<file path="src/rtl/indexed_list_append_get_remove_assert.svh">
// ----------------------------------------------------------------------------
// Assertion macros for the indexed list
// Concurrent checks on clk, disabled while rst is high; empty for synthesis.
// ----------------------------------------------------------------------------
`ifndef INDEXED_LIST_APPEND_GET_REMOVE_ASSERT_SVH
`define INDEXED_LIST_APPEND_GET_REMOVE_ASSERT_SVH

`ifndef SYNTHESIS
// Check that a property holds at every clock edge outside reset.
`define ILA_ASSERT(label, prop) \
  label: assert property (@(posedge clk) disable iff (rst) (prop)) \
    else $error("indexed list: property failed");
// Check that a condition never holds outside reset.
`define ILA_NEVER(label, cond) \
  label: assert property (@(posedge clk) disable iff (rst) !(cond)) \
    else $error("indexed list: forbidden condition seen");
`else
`define ILA_ASSERT(label, prop)
`define ILA_NEVER(label, cond)
`endif

`endif

</file>
<file path="src/rtl/ila_pkg.sv">
// ----------------------------------------------------------------------------
// Indexed list package
// Sizes, operation and status codes, sequencer states and the cell control.
// ----------------------------------------------------------------------------
package ila_pkg;

  localparam int CAPACITY    = 128;
  localparam int VALUE_WIDTH = 16;

  // Request and response field widths.
  localparam int OP_W     = 2;
  localparam int VIN_W    = 16;
  localparam int POS_W    = 7;
  localparam int VOUT_W   = 16;
  localparam int STATUS_W = 2;
  localparam int LEN_W    = 8;

  // Cell index and entry count widths.
  localparam int IDX_W = (CAPACITY > 1) ? $clog2(CAPACITY) : 1;
  localparam int CNT_W = $clog2(CAPACITY + 1);
  localparam int CMP_W = (CNT_W > POS_W) ? CNT_W : POS_W;

  // Read-out reduction: cells per group, groups registered as a request is taken.
  localparam int GROUP      = 16;
  localparam int NUM_GROUPS = (CAPACITY + GROUP - 1) / GROUP;
  localparam int GRP_W      = (NUM_GROUPS > 1) ? $clog2(NUM_GROUPS) : 1;

  typedef enum logic [OP_W-1:0] {
    OP_APPEND = 2'd0,
    OP_GET    = 2'd1,
    OP_REMOVE = 2'd2,
    OP_CLEAR  = 2'd3
  } op_t;

  typedef enum logic [STATUS_W-1:0] {
    ST_OK        = 2'd0,
    ST_NOT_FOUND = 2'd1,
    ST_FULL      = 2'd2
  } status_t;

  typedef enum logic {
    FSM_IDLE   = 1'b0,
    FSM_REDUCE = 1'b1
  } fsm_t;

  typedef struct packed {
    logic                   wr_en;
    logic                   shift_en;
    logic [IDX_W-1:0]       wr_idx;
    logic [IDX_W-1:0]       pos;
    logic [VALUE_WIDTH-1:0] value;
  } cell_ctl_t;

endpackage

</file>
<file path="src/rtl/ila_if.sv">
// ----------------------------------------------------------------------------
// Indexed list channels
// Valid/ready request and response channels with their payload.
// ----------------------------------------------------------------------------
interface ila_req_if;
  logic                       valid;
  logic                       ready;
  logic [ila_pkg::OP_W-1:0]   operation;
  logic [ila_pkg::VIN_W-1:0]  value_in;
  logic [ila_pkg::POS_W-1:0]  position;

  modport source (output valid, operation, value_in, position, input ready);
  modport sink   (input valid, operation, value_in, position, output ready);
endinterface

interface ila_rsp_if;
  logic                         valid;
  logic                         ready;
  logic [ila_pkg::VOUT_W-1:0]   value_out;
  logic [ila_pkg::STATUS_W-1:0] status;
  logic [ila_pkg::LEN_W-1:0]    length;

  modport source (output valid, value_out, status, length, input ready);
  modport sink   (input valid, value_out, status, length, output ready);
endinterface

</file>
<file path="src/rtl/ila_cell.sv">
// ----------------------------------------------------------------------------
// Indexed list cell
// One entry: write on append, take the upper neighbor on remove, gated read.
// ----------------------------------------------------------------------------
module ila_cell (
  input  logic                            clk,
  input  logic [ila_pkg::IDX_W-1:0]       my_idx,
  input  ila_pkg::cell_ctl_t              ctl,
  input  logic [ila_pkg::VALUE_WIDTH-1:0] upper,
  output logic [ila_pkg::VALUE_WIDTH-1:0] value,
  output logic [ila_pkg::VALUE_WIDTH-1:0] masked
);

  always_ff @(posedge clk) begin
    if (ctl.wr_en && (my_idx == ctl.wr_idx)) begin
      value <= ctl.value;
    end else if (ctl.shift_en && (my_idx >= ctl.pos)) begin
      value <= upper;
    end
  end

  assign masked = (my_idx == ctl.pos) ? value : '0;

endmodule

</file>
<file path="src/rtl/ila_array.sv">
// ----------------------------------------------------------------------------
// Indexed list cell row
// Chain of cells with a two-level OR reduction of the selected entry.
// ----------------------------------------------------------------------------
module ila_array (
  input  logic                            clk,
  input  ila_pkg::cell_ctl_t              ctl,
  input  logic                            sample,
  output logic [ila_pkg::VALUE_WIDTH-1:0] read_value
);

  logic [ila_pkg::VALUE_WIDTH-1:0] vals   [ila_pkg::CAPACITY];
  logic [ila_pkg::VALUE_WIDTH-1:0] masked [ila_pkg::CAPACITY];
  logic [ila_pkg::VALUE_WIDTH-1:0] grp_or [ila_pkg::NUM_GROUPS];
  logic [ila_pkg::VALUE_WIDTH-1:0] grp_q  [ila_pkg::NUM_GROUPS];

  for (genvar i = 0; i < ila_pkg::CAPACITY; i++) begin : g_cell
    logic [ila_pkg::VALUE_WIDTH-1:0] upper;
    if (i == ila_pkg::CAPACITY - 1) begin : g_top
      assign upper = vals[i];
    end else begin : g_mid
      assign upper = vals[i+1];
    end
    ila_cell u_cell (
      .clk    (clk),
      .my_idx (ila_pkg::IDX_W'(i)),
      .ctl    (ctl),
      .upper  (upper),
      .value  (vals[i]),
      .masked (masked[i])
    );
  end

  // First level: OR each group of cells; only the addressed cell is non-zero.
  always_comb begin
    for (int g = 0; g < ila_pkg::NUM_GROUPS; g++) begin
      grp_or[ila_pkg::GRP_W'(g)] = '0;
      for (int k = 0; k < ila_pkg::GROUP; k++) begin
        if (g * ila_pkg::GROUP + k < ila_pkg::CAPACITY) begin
          grp_or[ila_pkg::GRP_W'(g)] = grp_or[ila_pkg::GRP_W'(g)]
                                     | masked[ila_pkg::IDX_W'(g * ila_pkg::GROUP + k)];
        end
      end
    end
  end

  // Hold the group results until the next request is taken.
  always_ff @(posedge clk) begin
    if (sample) begin
      grp_q <= grp_or;
    end
  end

  always_comb begin
    read_value = '0;
    for (int g = 0; g < ila_pkg::NUM_GROUPS; g++) begin
      read_value = read_value | grp_q[ila_pkg::GRP_W'(g)];
    end
  end

endmodule

</file>
<file path="src/rtl/indexed_list_append_get_remove.sv">
// ----------------------------------------------------------------------------
// Indexed list: append, get, remove at position, clear
// Bounded ordered list held in a row of cells, one request in flight at a time.
// ----------------------------------------------------------------------------
// Usage:
//   request  (sink): operation, value_in, position; taken on valid && ready.
//   response (source): value_out, status, length; one response per request.
//   A request is taken in the idle state: the cells update (append
//   writes the cell at the current length, remove makes every cell at or
//   above the position take its upper neighbor) and each group of sixteen
//   cells ORs its addressed entry into a group register. In the reduce
//   state the group registers are ORed and the response register loads;
//   only then does the block return to idle and take the next request.
//   The response register lets a new request in while the last response
//   waits; if the receiver still stalls when the next result is ready, the
//   block holds in its reduce state with ready low until the slot frees.
//   Reset empties the list (length zero) and drops any pending response;
//   entry contents are not cleared, as no entry at or above the length is
//   ever read.
// ----------------------------------------------------------------------------
`include "indexed_list_append_get_remove_assert.svh"

module indexed_list_append_get_remove (
  input  logic       clk,
  input  logic       rst,
  ila_req_if.sink    request,
  ila_rsp_if.source  response
);

  ila_pkg::fsm_t      state;
  ila_pkg::fsm_t      state_next;
  ila_pkg::op_t       op;
  ila_pkg::status_t   status_now;
  ila_pkg::status_t   status_q;
  ila_pkg::cell_ctl_t ctl;

  logic [ila_pkg::CNT_W-1:0]       count;
  logic [ila_pkg::CNT_W-1:0]       count_next;
  logic [ila_pkg::VALUE_WIDTH-1:0] read_value;
  logic                            accept;
  logic                            hit;
  logic                            full;
  logic                            found_now;
  logic                            found_q;
  logic                            load_out;

  assign accept = request.valid && request.ready;
  assign op     = ila_pkg::op_t'(request.operation);
  assign hit    = ila_pkg::CMP_W'(request.position) < ila_pkg::CMP_W'(count);
  assign full   = (count == ila_pkg::CNT_W'(ila_pkg::CAPACITY));

  // Decide status, new length and cell commands for the incoming request.
  always_comb begin
    status_now   = ila_pkg::ST_OK;
    found_now    = 1'b0;
    count_next   = count;
    ctl.wr_en    = 1'b0;
    ctl.shift_en = 1'b0;
    ctl.wr_idx   = ila_pkg::IDX_W'(count);
    ctl.pos      = ila_pkg::IDX_W'(request.position);
    ctl.value    = ila_pkg::VALUE_WIDTH'(request.value_in);
    case (op)
      ila_pkg::OP_APPEND: begin
        if (full) begin
          status_now = ila_pkg::ST_FULL;
        end else begin
          ctl.wr_en  = accept;
          count_next = count + ila_pkg::CNT_W'(1);
        end
      end
      ila_pkg::OP_GET: begin
        if (hit) begin
          found_now = 1'b1;
        end else begin
          status_now = ila_pkg::ST_NOT_FOUND;
        end
      end
      ila_pkg::OP_REMOVE: begin
        if (hit) begin
          found_now    = 1'b1;
          ctl.shift_en = accept;
          count_next   = count - ila_pkg::CNT_W'(1);
        end else begin
          status_now = ila_pkg::ST_NOT_FOUND;
        end
      end
      ila_pkg::OP_CLEAR: begin
        count_next = '0;
      end
      default: begin
        status_now = ila_pkg::ST_OK;
      end
    endcase
  end

  ila_array u_array (
    .clk        (clk),
    .ctl        (ctl),
    .sample     (accept),
    .read_value (read_value)
  );

  // Sequencer: take a request, then finish the read-out.
  always_comb begin
    state_next = state;
    case (state)
      ila_pkg::FSM_IDLE: begin
        if (accept) begin
          state_next = ila_pkg::FSM_REDUCE;
        end
      end
      ila_pkg::FSM_REDUCE: begin
        if (load_out) begin
          state_next = ila_pkg::FSM_IDLE;
        end
      end
      default: begin
        state_next = ila_pkg::FSM_IDLE;
      end
    endcase
  end

  always_comb begin
    request.ready = 1'b0;
    load_out      = 1'b0;
    case (state)
      ila_pkg::FSM_IDLE: begin
        request.ready = 1'b1;
      end
      ila_pkg::FSM_REDUCE: begin
        load_out = !response.valid || response.ready;
      end
      default: begin
        request.ready = 1'b0;
      end
    endcase
  end

  always_ff @(posedge clk) begin
    if (rst) begin
      state          <= ila_pkg::FSM_IDLE;
      count          <= '0;
      response.valid <= 1'b0;
    end else begin
      state <= state_next;
      if (accept) begin
        count <= count_next;
      end
      // Load the response slot, or drop it once taken.
      if (load_out) begin
        response.valid <= 1'b1;
      end else if (response.ready) begin
        response.valid <= 1'b0;
      end
    end
  end

  // Hold request results across the reduce state; load the response.
  always_ff @(posedge clk) begin
    if (accept) begin
      status_q <= status_now;
      found_q  <= found_now;
    end
    if (load_out) begin
      response.value_out <= found_q ? ila_pkg::VOUT_W'(read_value) : '0;
      response.status    <= status_q;
      response.length    <= ila_pkg::LEN_W'(count);
    end
  end

  `ILA_NEVER(a_count_bound, count > ila_pkg::CNT_W'(ila_pkg::CAPACITY))
  `ILA_ASSERT(a_accept_reduce, accept |=> (state == ila_pkg::FSM_REDUCE))
  `ILA_ASSERT(a_remove_shrinks, (accept && ctl.shift_en) |=> (count == $past(count_next)))
  `ILA_ASSERT(a_full_status, ((state == ila_pkg::FSM_REDUCE) && (status_q == ila_pkg::ST_FULL)) |-> full)

endmodule

</file>
<file path="src/flat_wrapper.sv">
// flat-port wrapper written by rule: the top's interface ports become plain ports
module indexed_list_append_get_remove_flat 
  (clk, rst, request_valid, request_operation, request_value_in, request_position, request_ready, response_valid, response_value_out, response_status, response_length, response_ready);
  ila_req_if request_i ();
  ila_rsp_if response_i ();
  input  logic clk;
  input  logic rst;
  input wire logic [$bits(request_i.valid)-1:0] request_valid;
  input wire logic [$bits(request_i.operation)-1:0] request_operation;
  input wire logic [$bits(request_i.value_in)-1:0] request_value_in;
  input wire logic [$bits(request_i.position)-1:0] request_position;
  output wire logic [$bits(request_i.ready)-1:0] request_ready;
  output wire logic [$bits(response_i.valid)-1:0] response_valid;
  output wire logic [$bits(response_i.value_out)-1:0] response_value_out;
  output wire logic [$bits(response_i.status)-1:0] response_status;
  output wire logic [$bits(response_i.length)-1:0] response_length;
  input wire logic [$bits(response_i.ready)-1:0] response_ready;
  assign request_i.valid = request_valid;
  assign request_i.operation = request_operation;
  assign request_i.value_in = request_value_in;
  assign request_i.position = request_position;
  assign request_ready = request_i.ready;
  assign response_valid = response_i.valid;
  assign response_value_out = response_i.value_out;
  assign response_status = response_i.status;
  assign response_length = response_i.length;
  assign response_i.ready = response_ready;
  indexed_list_append_get_remove u_core (.clk(clk), .rst(rst), .request(request_i), .response(response_i));
endmodule
</file>
<file path="config.mk">
export PLATFORM = sky130hd
export DESIGN_NAME = indexed_list_append_get_remove_flat
export DESIGN_NICKNAME = d
export VERILOG_FILES = /design/src/rtl/ila_pkg.sv /design/src/rtl/ila_if.sv /design/src/rtl/ila_cell.sv /design/src/rtl/ila_array.sv /design/src/rtl/indexed_list_append_get_remove.sv /design/src/flat_wrapper.sv
export VERILOG_INCLUDE_DIRS = /design/src /design/src/rtl
export SDC_FILE = /design/constraint.sdc
export NUM_CORES = 1
export LEC_CHECK = 0
export BUFFER_PORTS_ARGS = -buffer_cell sky130_fd_sc_hd__clkbuf_2
export CAP_MARGIN = 20
export CORE_MARGIN = 5
export CORE_UTILIZATION = 30
export CTS_BUF_LIST = sky130_fd_sc_hd__clkbuf_16
export DETAILED_ROUTE_END_ITERATION = 7
export GPL_TIMING_DRIVEN = 0
export SKIP_CTS_REPAIR_TIMING = 1
export SYNTH_ARGS = -nofsm -noshare
export SYNTH_HDL_FRONTEND = slang
export SYNTH_SLANG_ARGS = --single-unit
export TNS_END_PERCENT = 30
</file>
<file path="constraint.sdc">
create_clock -name clk -period 6.3 [get_ports clk]
set_clock_uncertainty 0.2 [all_clocks]
set_input_delay 0.315 -clock clk [delete_from_list [all_inputs] [get_ports clk]]
set_output_delay 0.315 -clock clk [all_outputs]
set_load 0.02 [all_outputs]
</file>
# == Yosys cells after proc, flatten, opt, wreduce, memory -nomap -nowiden ==
# Cells that the tools add are included.
# word_totals
reg_bits,39
latchBits,0
ramBits,0
rom_bits,0
out_inout_bits,28
elab_cells,41
mem_count,0
# classes
n_addsub,2
multipliers,0
div_mod_pow,0
order_cmp,1
n_eq_ne,6
shifts,0
n_mux,15
n_bitwise,1
reduce_logical,8
# op_table
cell,n
8-bit one-hot mux with 3 select lines,1
16-bit 2-to-1 mux,1
8-bit 2-to-1 mux,2
"8-bit by 1-bit adder with 8-bit output, second input constant",1
"8-bit equality test, second input constant",1
7-bit by 8-bit less-than comparator with 1-bit output,1
1-bit 2-to-1 mux,8
"8-bit by 1-bit subtractor with 8-bit output, second input constant",1
"2-bit equality test, second input constant",2
2-bit one-hot mux with 2 select lines,1
4-bit AND reduction,1
3-bit nonzero test,1
"2-bit by 1-bit equality test with 1-bit output, second input constant",1
2-bit zero test,1
2-bit 2-to-1 mux,1
"2-bit by 1-bit != test with 1-bit output, second input constant",1
"2-bit != test, second input constant",1
1-bit one-hot mux with 2 select lines,1
2-bit nonzero test,1
2-bit OR reduction,1
1-bit logical AND,1
1-bit zero test,1
1-bit logical OR,1
1-bit inverter,1

# == Depth between registers and ports, before layout ==
# logic_depth
ltp_word,5
ltp_mapped,11
ltp_nobuf,9

# == Modules after synthesis ==
# From an unflattened synthesis, not the netlist that was laid out.
# hier_totals
hier_cells,194
hier_area_um2,2198.4
# modules_own_cells
mod,instances,cells_per_inst,area_each_um2,seq_area_each_um2
indexed_list_append_get_remove,1,177,2074.5,1071.0
ila_array,1,17,123.9,0.0

# == Least setup slack after synthesis ==
# No wires, ideal clock.
# synth_path
kind,input port to flip-flop
start,input request_operation[0]
end,register u_core.count[6] in the netlist's numbering
setup_ps,129
arrival_time_ps,2059
t_required_ps,5971
slack_ps,3912
path_stages,11
n_path_buf,2
cell_sequence,inv_1 > ha_1 > buf_6 > buf_6 > xor2_1 > ha_1 > a21bo_2 > a221oi_2 > a21oi_1 > nor3_1 > o32ai_1
# synth_between
elab_chain_len,3
elab_cells_between_ends,8
classes_between,eq/ne: 4; mux: 1; reduce/logical: 3
# synth_lines
element,line,text
start: declaration,flat_wrapper.sv:9,input wire logic [$bits(request_i.operation)-1:0] request_operation;
2-bit equality test / 2-bit zero test (equally long branches),n/a,
"2-bit by 1-bit != test with 1-bit output (no source line), or another cell as far along",n/a,
4-bit AND reduction (no source line),n/a,
end signal: assignment,indexed_list_append_get_remove.sv:147,count <= count_next;
end: declaration,indexed_list_append_get_remove.sv:37,logic [ila_pkg::CNT_W-1:0] count;
# Parallel ways exist; a longest one is shown, timed or not.
# A chain may end at the register's enable or synchronous reset.

# == Final worst setup path ==
# Same ends and word-level chain as after synthesis.

==> out/results.tsv <==
metric	value	unit
p_switching	120	µW
grt_start_max_net_pins	17	
critical_path_arrival	2510	ps
tightest_slew	530	ps
area_growth	24.0	%
hold_path.class	input pin to flop	
startpoint_of_the_worst_register_to_register_path	u_core.count[6]	
yosysUniqueCellTypes	44	
layout.filler_cells	523	
hold_path_startpoint	request_valid	
start_util	0.305	
io-pin-count	57	
run_status	complete, no violations	
synthesis.yosys.warnings	0	
tritoncts_sink_count	24	
drcViolationCount	0	
period_minus_slack	2580	ps
cts-buffers-inserted	3	
nets	254	
synth_flop_cell	sky130_fd_sc_hd__edfxtp_1	
die_w	84.3	µm
rows	27	
hpwl	2.86	mm
path_cells	clkbuf_2 -> inv_1 -> ha_1 -> buf_6 -> buf_6 -> xor2_1 -> ha_1 -> a21bo_2 -> a221oi_2 -> a21oi_1 -> nor3_1 -> o32ai_1	
worst_path_largest_cell_delay	370	ps
crit_path_leading_delay_family	compound AO/OA/AOI/OAI gates	
syn-mean-instance-area	10.0	µm²
cap_viol_max_count	0	
synth_sequential_area_ratio	0.375	
ys_seq_elements	24	
timing.reg2reg.worst_path_depth	8	
ant_nets	0	
ff2ff_setup_slack	3930	ps
all_layer_global_routing_usage	0.0963	
drtPass1Iterations	4	
syn-num-nets	209	
p_int	351	µW
routed-via-count	1328	
pre_cts_ws	3460	ps
peak_supply_drop	97.8	µV
cts.root.buffer_cell	sky130_fd_sc_hd__clkbuf_16	
cts.path.max_buffers	2	
synth_edf_count	14	
worstSetupPathType	input pin to flop	
grt_pass1_wl	5.68	mm
comb_power_share	0.228	
final.setup.worst_slack	3720	ps
postRouteWirelength	3.50	mm
path_buf_inv	4	
setup_total_neg_slack	0	ps
crit_path_max_fanout	10	
core_area	5440	µm²
htreeDepth	1	
buffer_ports.inserted	39	
utilization	0.378	
number_of_global_route_vias_before_repair	1273	
endpoint_of_the_most_critical_register_to_register_path	u_core.count[2]	
cts_tree	yes	
detail_route.iter0.violations	61	
p_leak	0.881	nW
area_of_combinational_cells_with_multiple_inputs	815	µm²
hold_depth	3	
syn-cell-area	1660	µm²
drive_gt1_frac	0.359	
final_hold_viol_count	0	
post_drt_wl_per_cell	12.5	µm
fraction_of_registers_with_async_set_reset	0	
power-per-cell-area	229	nW/µm²
clock_share_of_power	0.375	
swShare	0.255	
max_slew_margin	0.646	
floorplan.die_area	7110	µm²
crit_path_end_kind	flop	
whs_endpoint	u_core.state	
setup_violations	0	
chipHeight	84.3	µm
gr_overflow_total	0	
syn-instance-count	165	
number_of_antenna_violations_at_the_first_check_in_global_routing	0	
number_of_slew_limit_violations_in_the_final_report	0	
clk_transition_reported_paths	60	ps
crit_required	6230	ps
finalPower	471	µW
final_cycle_share	0.410	
worstSkewPairLatency	250	ps
num_antenna_cells	0	
pwr-share-seq	0.396	
critical_path.slowest_cell	sky130_fd_sc_hd__a221oi_2	
seq_area	621	µm²
worst_setup_path_start_kind	input pin	
highest_achievable_clock_rate	387	MHz
setup_repair_after_global_routing_missed_its_margin	no	
gpl.final_weighted_congestion	0.840	
vias_per_cell	4.73	
==> final cells by class <==
class | instances | share of cell area
flip-flops and latches | 24 | 0.302
well taps | 72 | 0.0438
repair buffers | 40 | 0.0987
inverters | 13 | 0.0238
clock buffers | 3 | 0.0365
plain buffers | 22 | 0.0840
clock inverters | 1 | 0.0146
multi-input cells | 106 | 0.396
==> kinds of logic (layout without fill, tap and decap cells) <==
group	Yosys count	in the layout	share of synthesized area
DFF	24	24	0.375
adders and majority gates	15	15	0.113
AOI/OAI and AO/OA	48	48	0.202
and+or+nand+nor	36	36	0.139
xor gates and xnor gates	7	7	0.0370
buffers and inverters	35	79	0.134
==> worst max-delay path by stage <==
stage / end / slack, ps / from / cells after the start
2_1_floorplan: u_core.count[6] / 3910 / request_operation[0] / 11
3_3_place_gp: u_core.count[6] / 3470 / request_operation[0] / 12
3_5_place_dp: u_core.count[6] / 3460 / request_operation[0] / 12
4_1_cts: u_core.count[6] / 3730 / request_operation[0] / 12
5_1_grt: u_core.count[6] / 3570 / request_operation[0] / 12
6_report: u_core.count[6] / 3720 / request_operation[0] / 12
==> synthesized netlist by cell type (2+ instances only) <==
library cell,n,share of area
sky130_fd_sc_hd__nor2b_1,2,0.0076
sky130_fd_sc_hd__o2111ai_1,2,0.011
sky130_fd_sc_hd__xor2_1,4,0.021
sky130_fd_sc_hd__a21bo_2,2,0.012
sky130_fd_sc_hd__ha_1,15,0.11
sky130_fd_sc_hd__o32ai_1,2,0.011
sky130_fd_sc_hd__xnor2_1,3,0.016
sky130_fd_sc_hd__buf_6,3,0.020
sky130_fd_sc_hd__o21ai_0,7,0.021
sky130_fd_sc_hd__buf_4,18,0.082
sky130_fd_sc_hd__a31oi_1,3,0.011
sky130_fd_sc_hd__o211ai_1,3,0.014
sky130_fd_sc_hd__or4_1,3,0.014
sky130_fd_sc_hd__nor2_1,11,0.025
sky130_fd_sc_hd__a21oi_1,16,0.048
sky130_fd_sc_hd__nand4b_1,3,0.016
sky130_fd_sc_hd__nand2b_1,4,0.015
sky130_fd_sc_hd__nor3_1,3,0.0091
sky130_fd_sc_hd__inv_1,13,0.029
sky130_fd_sc_hd__dfxtp_1,10,0.12
sky130_fd_sc_hd__a211o_1,2,0.011
sky130_fd_sc_hd__edfxtp_1,14,0.25
==> through the flow <==
stage	cells	cell area [µm²]	hold WS, ps
2_1_floorplan	165	1660	200
3_3_place_gp	276	1940	202
3_5_place_dp	277	1950	205
4_1_cts	281	2050	134
5_1_grt	281	2050	170
6_report	281	2050	145
==> metal layers <==
layer	vias to the layer above	global-route usage	wire length [µm]
met2	42	0.161	1660
met1	597	0.118	1560
met4	0	0.0409	85
met3	8	0.0226	199
li1	681	-	-
met5	-	0	0
==> sequential cells by signal, indices dropped and copies added, names as in the netlist <==
signal / count
u_core.response.length: 8
u_core.response.valid: 1
u_core.count: 8
u_core.response.value_out: 1
u_core.found_q: 1
u_core.status_q: 2
u_core.state: 1
u_core.response.status: 2
==> cell usage in the layout, fill, tap and decap left out, types with 4 or more instances in the layout <==
| cell | n |
|---|---|
| sky130_fd_sc_hd__clkbuf_2 | 39 |
| sky130_fd_sc_hd__buf_4 | 19 |
| sky130_fd_sc_hd__a21oi_1 | 16 |
| sky130_fd_sc_hd__ha_1 | 15 |
| sky130_fd_sc_hd__edfxtp_1 | 14 |
| sky130_fd_sc_hd__inv_1 | 13 |
| sky130_fd_sc_hd__nor2_1 | 11 |
| sky130_fd_sc_hd__dfxtp_1 | 10 |
| sky130_fd_sc_hd__o21ai_0 | 7 |
| sky130_fd_sc_hd__nand2b_1 | 4 |
| sky130_fd_sc_hd__xor2_1 | 4 |
==> power by group through the flow <==
| stage | combinational (mW) | sequential, mW | clock [mW] |
|---|---|---|---|
| after floorplan | 0.0715 | 0.195 | 0 |
| after global placement | 0.106 | 0.190 | 0 |
| after detailed placement | 0.108 | 0.190 | 0 |
| after CTS | 0.108 | 0.187 | 0.180 |
| after global routing | 0.119 | 0.188 | 0.186 |
| final | 0.108 | 0.187 | 0.177 |
==> tightest hold or removal path: cells and delay by family <==
family                 cells  cell delay, ps
buffers and inverters      1              80
and+or+nand+nor            2             150
No activity file was read; power rests on OpenSTA's default activity.
